**config.mk**
```make
export PLATFORM = sky130hd
export DESIGN_NAME = search_convergence_monitor
export DESIGN_NICKNAME = d
export VERILOG_FILES = /design/src/scm_pkg.sv /design/src/search_convergence_monitor.sv
export SDC_FILE = /design/constraint.sdc
export NUM_CORES = 2
export LEC_CHECK = 0
export BUFFER_PORTS_ARGS = -buffer_cell sky130_fd_sc_hd__buf_2
export CAP_MARGIN = 5
export CORE_MARGIN = 2
export CORE_UTILIZATION = 40
export CTS_CLUSTER_DIAMETER = 150
export DETAILED_ROUTE_END_ITERATION = 8
export GPL_TIMING_DRIVEN = 1
export PLACE_DENSITY = 0.62
export REMOVE_ABC_BUFFERS = 1
export SYNTH_ARGS = -nofsm -noshare
export SYNTH_HDL_FRONTEND = slang
export SYNTH_SLANG_ARGS = --single-unit
```
**constraint.sdc**
```tcl
create_clock -name clock -period 60.2 [get_ports clock]
set_clock_uncertainty 0.05 [all_clocks]
set_input_delay 3.01 -clock clock [delete_from_list [all_inputs] [get_ports clock]]
set_output_delay 3.01 -clock clock [all_outputs]
set_load 0.1 [all_outputs]
```
**src/scm_pkg.sv**
```systemverilog
// Shared types and constants for the search convergence monitor.
// Command codes, register map, reset values and field widths; no dependencies.
package scm_pkg;

   typedef enum logic [1:0] {
      CMD_OBSERVE    = 2'd0,
      CMD_RESTART    = 2'd1,
      CMD_TIME_CHECK = 2'd2
   } cmd_type;

   typedef enum logic [2:0] {
      REG_SCORE_EPS   = 3'd0,
      REG_UTIL_EPS    = 3'd1,
      REG_LOW_MOVES   = 3'd2,
      REG_PASS_CAP    = 3'd3,
      REG_STALL_PASS  = 3'd4,
      REG_STALL_TIME  = 3'd5,
      REG_REQUIRE_ALL = 3'd6
   } reg_index_type;

   localparam int CSR_ADDR_W  = 5;
   localparam int REQ_DATA_W  = 128;
   localparam int RSP_DATA_W  = 40;

   localparam logic [31:0] RST_SCORE_EPS  = 32'd85899;
   localparam logic [24:0] RST_UTIL_EPS   = 25'd1678;
   localparam logic [15:0] RST_LOW_MOVES  = 16'd1;
   localparam logic [15:0] RST_PASS_CAP   = 16'd14;
   localparam logic [15:0] RST_STALL_PASS = 16'd8;
   localparam logic [19:0] RST_STALL_TIME = 20'd5000;

   localparam logic [31:0] SCALE_ONE = 32'h0001_0000;
   localparam logic [15:0] COUNT_MAX = 16'hFFFF;

endpackage

```
**src/search_convergence_monitor.sv**
```systemverilog
// Search convergence monitor: input register, single-pass update, result register.
// Depends on scm_pkg for command codes, register map and reset values.
//
// Usage: each transfer on the req_ stream carries one command (req_tuser) and a
// per-pass observation (req_tdata). Each command yields exactly one result on the
// rsp_ stream: stop decision, improvement flag and both saturating pass counters.
// The csr_ APB port holds the seven thresholds; write it only while the block is
// idle. pready is always high, so a write completes in its access cycle.
// A request is held in the input register and its result in the result register;
// rsp_tvalid rises once the result register is loaded. Throughput: one item per
// cycle while the receiver does not stall; the state loop through the score
// threshold multiply and the compares sets that rate.
// When the receiver stalls, the result register holds and the input register
// fills; req_tready drops only once both are occupied, and rises again as soon
// as the result is taken.
// Reset clears both stages, the monitor state and loads the default thresholds.
// No clearing pass is needed; the first transfer is accepted right after reset.
module search_convergence_monitor (
   input  logic                                clock,
   input  logic                                reset,
   input  logic                                req_tvalid,
   output logic                                req_tready,
   // score[31:0], utilization[56:32], layout_valid[57], accepted_moves[89:58],
   // now_ms[121:90], zero fill[127:122]
   input  logic [scm_pkg::REQ_DATA_W-1:0]      req_tdata,
   // cmd[1:0]
   input  logic [1:0]                          req_tuser,
   output logic                                rsp_tvalid,
   input  logic                                rsp_tready,
   // stop[0], improved[1], stagnant_count[17:2], pass_count[33:18], zero fill[39:34]
   output logic [scm_pkg::RSP_DATA_W-1:0]      rsp_tdata,
   input  logic                                csr_psel,
   input  logic                                csr_penable,
   input  logic                                csr_pwrite,
   input  logic [scm_pkg::CSR_ADDR_W-1:0]      csr_paddr,
   input  logic [31:0]                         csr_pwdata,
   output logic [31:0]                         csr_prdata,
   output logic                                csr_pready
);
   import scm_pkg::*;

   logic [31:0] score_eps_ff;
   logic [24:0] util_eps_ff;
   logic [15:0] low_moves_ff;
   logic [15:0] pass_cap_ff;
   logic [15:0] stall_pass_ff;
   logic [19:0] stall_time_ff;
   logic        require_all_ff;

   logic        csr_write;
   logic [2:0]  csr_index;

   logic        s1_valid_ff;
   logic [1:0]  s1_cmd_ff;
   logic [31:0] s1_score_ff;
   logic [24:0] s1_util_ff;
   logic        s1_lvalid_ff;
   logic [31:0] s1_moves_ff;
   logic [31:0] s1_now_ff;

   logic        rsp_valid_ff;
   logic        rsp_stop_ff, rsp_stop_in;
   logic        rsp_impr_ff, rsp_impr_in;
   logic [15:0] rsp_stag_ff;
   logic [15:0] rsp_pass_ff;

   logic        started_ff, started_in;
   logic [31:0] best_score_ff, best_score_in;
   logic [24:0] best_util_ff, best_util_in;
   logic [31:0] last_moves_ff, last_moves_in;
   logic [31:0] last_time_ff, last_time_in;
   logic [15:0] total_ff, total_in;
   logic [15:0] stag_ff, stag_in;

   logic        advance;
   logic [31:0] best_mag;
   logic [31:0] scale;
   logic [63:0] product;
   logic [31:0] thr;
   logic        s_imp, u_imp;
   logic [31:0] delta;
   logic [31:0] elapsed;
   logic        by_pass, by_time, capped;

   // configuration port
   assign csr_pready = 1'b1;
   assign csr_write  = csr_psel & csr_penable & csr_pwrite & csr_pready;
   assign csr_index  = csr_paddr[4:2];

   always_ff @(posedge clock) begin
      if (reset) begin
         score_eps_ff   <= RST_SCORE_EPS;
         util_eps_ff    <= RST_UTIL_EPS;
         low_moves_ff   <= RST_LOW_MOVES;
         pass_cap_ff    <= RST_PASS_CAP;
         stall_pass_ff  <= RST_STALL_PASS;
         stall_time_ff  <= RST_STALL_TIME;
         require_all_ff <= 1'b1;
      end else if (csr_write) begin
         case (csr_index)
            REG_SCORE_EPS:   score_eps_ff   <= csr_pwdata;
            REG_UTIL_EPS:    util_eps_ff    <= csr_pwdata[24:0];
            REG_LOW_MOVES:   low_moves_ff   <= csr_pwdata[15:0];
            REG_PASS_CAP:    pass_cap_ff    <= csr_pwdata[15:0];
            REG_STALL_PASS:  stall_pass_ff  <= csr_pwdata[15:0];
            REG_STALL_TIME:  stall_time_ff  <= csr_pwdata[19:0];
            REG_REQUIRE_ALL: require_all_ff <= csr_pwdata[0];
            default: ;
         endcase
      end
   end

   always_comb begin
      case (csr_index)
         REG_SCORE_EPS:   csr_prdata = score_eps_ff;
         REG_UTIL_EPS:    csr_prdata = {7'd0, util_eps_ff};
         REG_LOW_MOVES:   csr_prdata = {16'd0, low_moves_ff};
         REG_PASS_CAP:    csr_prdata = {16'd0, pass_cap_ff};
         REG_STALL_PASS:  csr_prdata = {16'd0, stall_pass_ff};
         REG_STALL_TIME:  csr_prdata = {12'd0, stall_time_ff};
         REG_REQUIRE_ALL: csr_prdata = {31'd0, require_all_ff};
         default:         csr_prdata = 32'd0;
      endcase
   end

   // handshake: advance moves the input register into the result register
   assign advance    = s1_valid_ff & (~rsp_valid_ff | rsp_tready);
   assign req_tready = ~s1_valid_ff | advance;
   assign rsp_tvalid = rsp_valid_ff;
   assign rsp_tdata  = {6'd0, rsp_pass_ff, rsp_stag_ff, rsp_impr_ff, rsp_stop_ff};

   always_ff @(posedge clock) begin
      if (reset) begin
         s1_valid_ff  <= 1'b0;
         rsp_valid_ff <= 1'b0;
      end else begin
         if (req_tready) begin
            s1_valid_ff <= req_tvalid;
         end
         if (advance) begin
            rsp_valid_ff <= 1'b1;
         end else if (rsp_tready) begin
            rsp_valid_ff <= 1'b0;
         end
      end
   end

   always_ff @(posedge clock) begin
      if (req_tready & req_tvalid) begin
         s1_cmd_ff    <= req_tuser;
         s1_score_ff  <= req_tdata[31:0];
         s1_util_ff   <= req_tdata[56:32];
         s1_lvalid_ff <= req_tdata[57];
         s1_moves_ff  <= req_tdata[89:58];
         s1_now_ff    <= req_tdata[121:90];
      end
      if (advance) begin
         rsp_stop_ff <= rsp_stop_in;
         rsp_impr_ff <= rsp_impr_in;
         rsp_stag_ff <= stag_in;
         rsp_pass_ff <= total_in;
      end
   end

   // improvement tests against the current best
   assign best_mag = best_score_ff[31] ? (32'd0 - best_score_ff) : best_score_ff;
   assign scale    = (best_mag < SCALE_ONE) ? SCALE_ONE : best_mag;
   assign product  = {32'd0, score_eps_ff} * {32'd0, scale};
   assign thr      = product[63:32];
   assign s_imp    = s1_lvalid_ff &
                     ($signed({{2{s1_score_ff[31]}}, s1_score_ff}) + $signed({2'b00, thr})
                      < $signed({{2{best_score_ff[31]}}, best_score_ff}));
   assign u_imp    = s1_lvalid_ff &
                     ({1'b0, s1_util_ff} > ({1'b0, best_util_ff} + {1'b0, util_eps_ff}));
   assign delta    = (s1_moves_ff >= last_moves_ff) ? (s1_moves_ff - last_moves_ff) : 32'd0;

   always_comb begin
      started_in    = started_ff;
      best_score_in = best_score_ff;
      best_util_in  = best_util_ff;
      last_moves_in = last_moves_ff;
      last_time_in  = last_time_ff;
      total_in      = total_ff;
      stag_in       = stag_ff;
      rsp_impr_in   = 1'b0;
      if (s1_cmd_ff == CMD_RESTART || (s1_cmd_ff == CMD_OBSERVE && !started_ff)) begin
         started_in    = 1'b1;
         best_score_in = s1_score_ff;
         best_util_in  = s1_util_ff;
         last_moves_in = s1_moves_ff;
         last_time_in  = s1_now_ff;
         total_in      = 16'd0;
         stag_in       = 16'd0;
      end else if (s1_cmd_ff == CMD_OBSERVE) begin
         if (total_ff != COUNT_MAX) begin
            total_in = total_ff + 16'd1;
         end
         last_moves_in = s1_moves_ff;
         if (s_imp | u_imp) begin
            best_score_in = s1_score_ff;
            best_util_in  = s1_util_ff;
            last_time_in  = s1_now_ff;
            stag_in       = 16'd0;
            rsp_impr_in   = 1'b1;
         end else if (delta <= {16'd0, low_moves_ff}) begin
            if (stag_ff != COUNT_MAX) begin
               stag_in = stag_ff + 16'd1;
            end
         end
      end
   end

   // stop decision on the updated state
   assign elapsed = s1_now_ff - last_time_in;
   assign by_pass = stag_in >= stall_pass_ff;
   assign by_time = elapsed >= {12'd0, stall_time_ff};
   assign capped  = (pass_cap_ff != 16'd0) & (total_in >= pass_cap_ff);
   assign rsp_stop_in = started_in &
                        (capped | (require_all_ff ? (by_pass & by_time) : (by_pass | by_time)));

   always_ff @(posedge clock) begin
      if (reset) begin
         started_ff    <= 1'b0;
         best_score_ff <= 32'd0;
         best_util_ff  <= 25'd0;
         last_moves_ff <= 32'd0;
         last_time_ff  <= 32'd0;
         total_ff      <= 16'd0;
         stag_ff       <= 16'd0;
      end else if (advance) begin
         started_ff    <= started_in;
         best_score_ff <= best_score_in;
         best_util_ff  <= best_util_in;
         last_moves_ff <= last_moves_in;
         last_time_ff  <= last_time_in;
         total_ff      <= total_in;
         stag_ff       <= stag_in;
      end
   end

   a_stag_le_total: assert property (@(posedge clock) disable iff (reset)
      stag_ff <= total_ff)
      else $error("stagnant count exceeds pass count");

   a_idle_counters: assert property (@(posedge clock) disable iff (reset)
      !started_ff |-> (total_ff == 16'd0 && stag_ff == 16'd0))
      else $error("counters nonzero before start");

   a_improved_clears: assert property (@(posedge clock) disable iff (reset)
      (rsp_valid_ff && rsp_impr_ff) |-> (rsp_stag_ff == 16'd0 && started_ff))
      else $error("improvement without cleared stagnant count");

   a_restart_clears: assert property (@(posedge clock) disable iff (reset)
      (advance && s1_cmd_ff == CMD_RESTART) |=> (total_ff == 16'd0 && stag_ff == 16'd0))
      else $error("restart did not clear counters");

endmodule
```
==> metrics.csv <==
stage,metric,value,unit
floorplanning,chipWidth,386,um
floorplanning,die_h,386,um
clock_network,insertion_delay,0.63,ns
clock_network,clock_path_buffers,3,
detailed_routing,ant_nets,0,
synthesis,synth_warnings,0,
finish,drive_gt1_share,7.20,%
critical_path,endpoint,rsp_stop_ff,
detailed_routing,routedWlPerCell,19.6,um
critical_path,cp.arrival,23.24,ns
detailed_routing,wl,168000,um
grt,grt_overflow,0,
sta,period_minus_slack,22.93,ns
outcome,outcome,"complete, no violations",
synthesis,synth_area,58500,um^2
clock_network,h-tree-depth,2,
floorplanning,initial_core_util,40.2,%
clock_network,cts_made_buffers,48,
placement,portBuffers,233,
finish,mostFrequentLayoutCell,inv_1,
sta,min_period_over_period,38.1,%
power,vdd_drop_max,0.0000240,V
sta,rsz0062_at_grt,no,
sta,max_clock_freq,43.6,MHz
clock_network,cts_hold_buf,0,
critical_path,required,60.51,ns
power,power,1.19,mW
run,drv_cap,0,
critical_path,critPathMaxStageDelay,0.85,ns
clock_network,cts_tree,done,
detailed_routing,route.vias.total,45776,
synthesis,ys_seq_elements,440,
critical_path,worstSetupEndpointType,flip-flop,
finish,area_delta_synth_final,8.12,%
critical_path,path_class,reg -> reg,
critical_path,critPathSlowestCell,nor2_4,
critical_path,path_common_cell,fa_1,
grt,grt_pass1_wl,266000,um
sta,fin_setup_tns,0,ns
grt,antenna_found_initial,15,
detailed_routing,drcViolationCount,0,
critical_path,timing.rr.end,rsp_stop_ff,
floorplanning,core_area,145000,um^2
synthesis,async_flop_share,0,%
power,p_per_area,18.8,nW/um^2
synthesis,synth-seq-area-share,17.8,%
critical_path,path_max_fanout,33,
clock_network,post_cts_buffers,0,
critical_path,rr_startpoint,best_score_ff[10],
synthesis,syn_area_per_cell,8.95,um^2
grt,grt_pass1_vias,46893,
clock_network,post_cts_resized,0,
clock_network,clkTransAtPathRegs,0.06,ns
synthesis,synth_top_flop_cell,dfxtp_1,
floorplanning,die-area,149000,um^2
detailed_routing,drtIter0Drc,3578,
grt,grt_max_degree,189,
sta,max-slew-margin-rel,20.0,%
power,power_leakage,29.9,nW
grt,grt_usage,22.8,%
critical_path,startpoint_type,flip-flop,
synthesis,synth_edf_count,158,
placement,dpl.hpwl,123000,um
clock_network,cts-root-buf,clkbuf_16,
sta,hold_violations,0,
sta,setup_viol,0,
floorplanning,row_count,140,
finish,fin_nets,8168,
critical_path,r2r_cells,85,
sta,worst_slew_pin_slew,1.20,ns
floorplanning,ios,249,
clock_network,cts_num_sinks,440,
critical_path,reg2reg_setup_slack,37.27,ns
critical_path,startpoint,best_score_ff[10],
detailed_routing,avgViaCountPerCell,5.36,
synthesis,synth_cell_type_count,84,
synthesis,synthCells,6532,
detailed_routing,first_pass_iters,6,
placement,gp_congestion,0.887,
finish,fill_cells,14274,
sta,finalMaxSlewViolations,0,
worst_hold_path,hold_class,reg -> reg,
finish,final_cell_mix,"inv_1, nand2_1, fa_1",
[layer usage]
| layer | vias up | routed length [um] | GRT usage, % |
|---|---|---|---|
| met3 | 339 | 11100 | 2.88 |
| li1 | 20842 | - | - |
| met1 | 23080 | 72100 | 31.1 |
| met5 | - | 34 | 0 |
| met2 | 1509 | 77700 | 37.0 |
| met4 | 6 | 6840 | 8.61 |
[cell usage after synthesis, types with 18 or more instances]
library cell | instances | area, um^2
inv_1 | 1048 | 3930
nand2_1 | 1039 | 3900
fa_1 | 899 | 18000
ha_1 | 513 | 6420
and2_1 | 472 | 2950
a21oi_1 | 351 | 1760
clkbuf_1 | 298 | 1120
dfxtp_1 | 282 | 5650
nor2_1 | 236 | 886
edfxtp_1 | 158 | 4740
o21ai_0 | 144 | 721
a21o_1 | 126 | 946
mux2i_1 | 122 | 1220
xnor2_1 | 122 | 1070
nand3_1 | 85 | 425
xor2_1 | 57 | 499
nor3_1 | 46 | 230
nand2b_1 | 36 | 225
nand4_1 | 35 | 219
nor2b_1 | 32 | 200
o21a_1 | 29 | 218
and3_1 | 27 | 169
nor4_1 | 27 | 169
o21bai_1 | 25 | 188
a211oi_1 | 21 | 158
o211ai_1 | 18 | 135
or3_1 | 18 | 113
[worst min path at each step]
stage / to / cells past startpoint / from
3_5_place_dp: last_moves_ff[16] / 2 / last_moves_ff[16]
6_report: last_moves_ff[21] / 2 / last_moves_ff[21]
4_1_cts: last_moves_ff[13] / 2 / last_moves_ff[13]
5_1_grt: last_moves_ff[24] / 2 / last_moves_ff[24]
3_3_place_gp: stall_pass_ff[7] / 2 / stall_pass_ff[7]
2_1_floorplan: last_moves_ff[10] / 2 / last_moves_ff[10]
[layout make-up]
type                            count  area (um^2)  share of cell area (%)
Multi-Input combinational cell   4723        43100                    68.2
Sequential cell                   440        10400                    16.4
Inverter                         1049         3940                    6.23
Tap cell                         1917         2400                    3.79
Timing Repair Buffer              320         1840                    2.91
Clock buffer                       64         1320                    2.09
Clock inverter                     26          181                   0.287
Antenna cell                        9         22.5                  0.0356
[through the flow]
stage,worst slack (ns),hold WS (ns),utilization [%],instance area (um^2),instances
floorplan,39.25,0.380,-,57200,6212
global placement,37.75,0.391,42.4,61700,8449
detailed placement,37.49,0.397,42.4,61700,8449
CTS,37.40,0.405,43.5,63200,8539
global route,35.68,0.422,43.5,63200,8546
finish,37.27,0.401,43.5,63200,8548
[critical path: cells and delay by family (launching register included)]
kind | cells | cell delay, ns
adder cells (fa/ha/maj) | 14 | 5.66
XOR/XNOR | 4 | 0.71
flip-flops | 1 | 0.37
AO/OA/AOI/OAI | 41 | 9.52
buffers and inverters | 9 | 1.20
AND/OR/NAND/NOR | 16 | 4.83
multiplexers | 1 | 0.24
[flip-flops by register name, indices dropped and copies added (netlist names), 32 cells and up]
| register | cells |
|---|---|
| s1_now_ff | 32 |
| last_moves_ff | 32 |
| best_score_ff | 32 |
| s1_moves_ff | 32 |
| s1_score_ff | 32 |
| score_eps_ff | 32 |
| last_time_ff | 32 |
[cells by family after synthesis]
logic type / share of synthesized area (%)
other: 0.0128
adder cells (fa/ha/maj): 41.8
XOR/XNOR: 2.68
AND/OR/NAND/NOR: 17.1
buffers and inverters: 8.89
flip-flops: 17.8
multiplexers: 2.42
AO/OA/AOI/OAI: 9.39
[report_power, final]
part | switching (mW) | leakage (nW) | internal, mW
clock network | 0.133 | 0.735 | 0.156
logic | 0.339 | 25.4 | 0.233
registers | 0.00808 | 3.80 | 0.319
No activity file was read; power rests on OpenSTA's default activity.
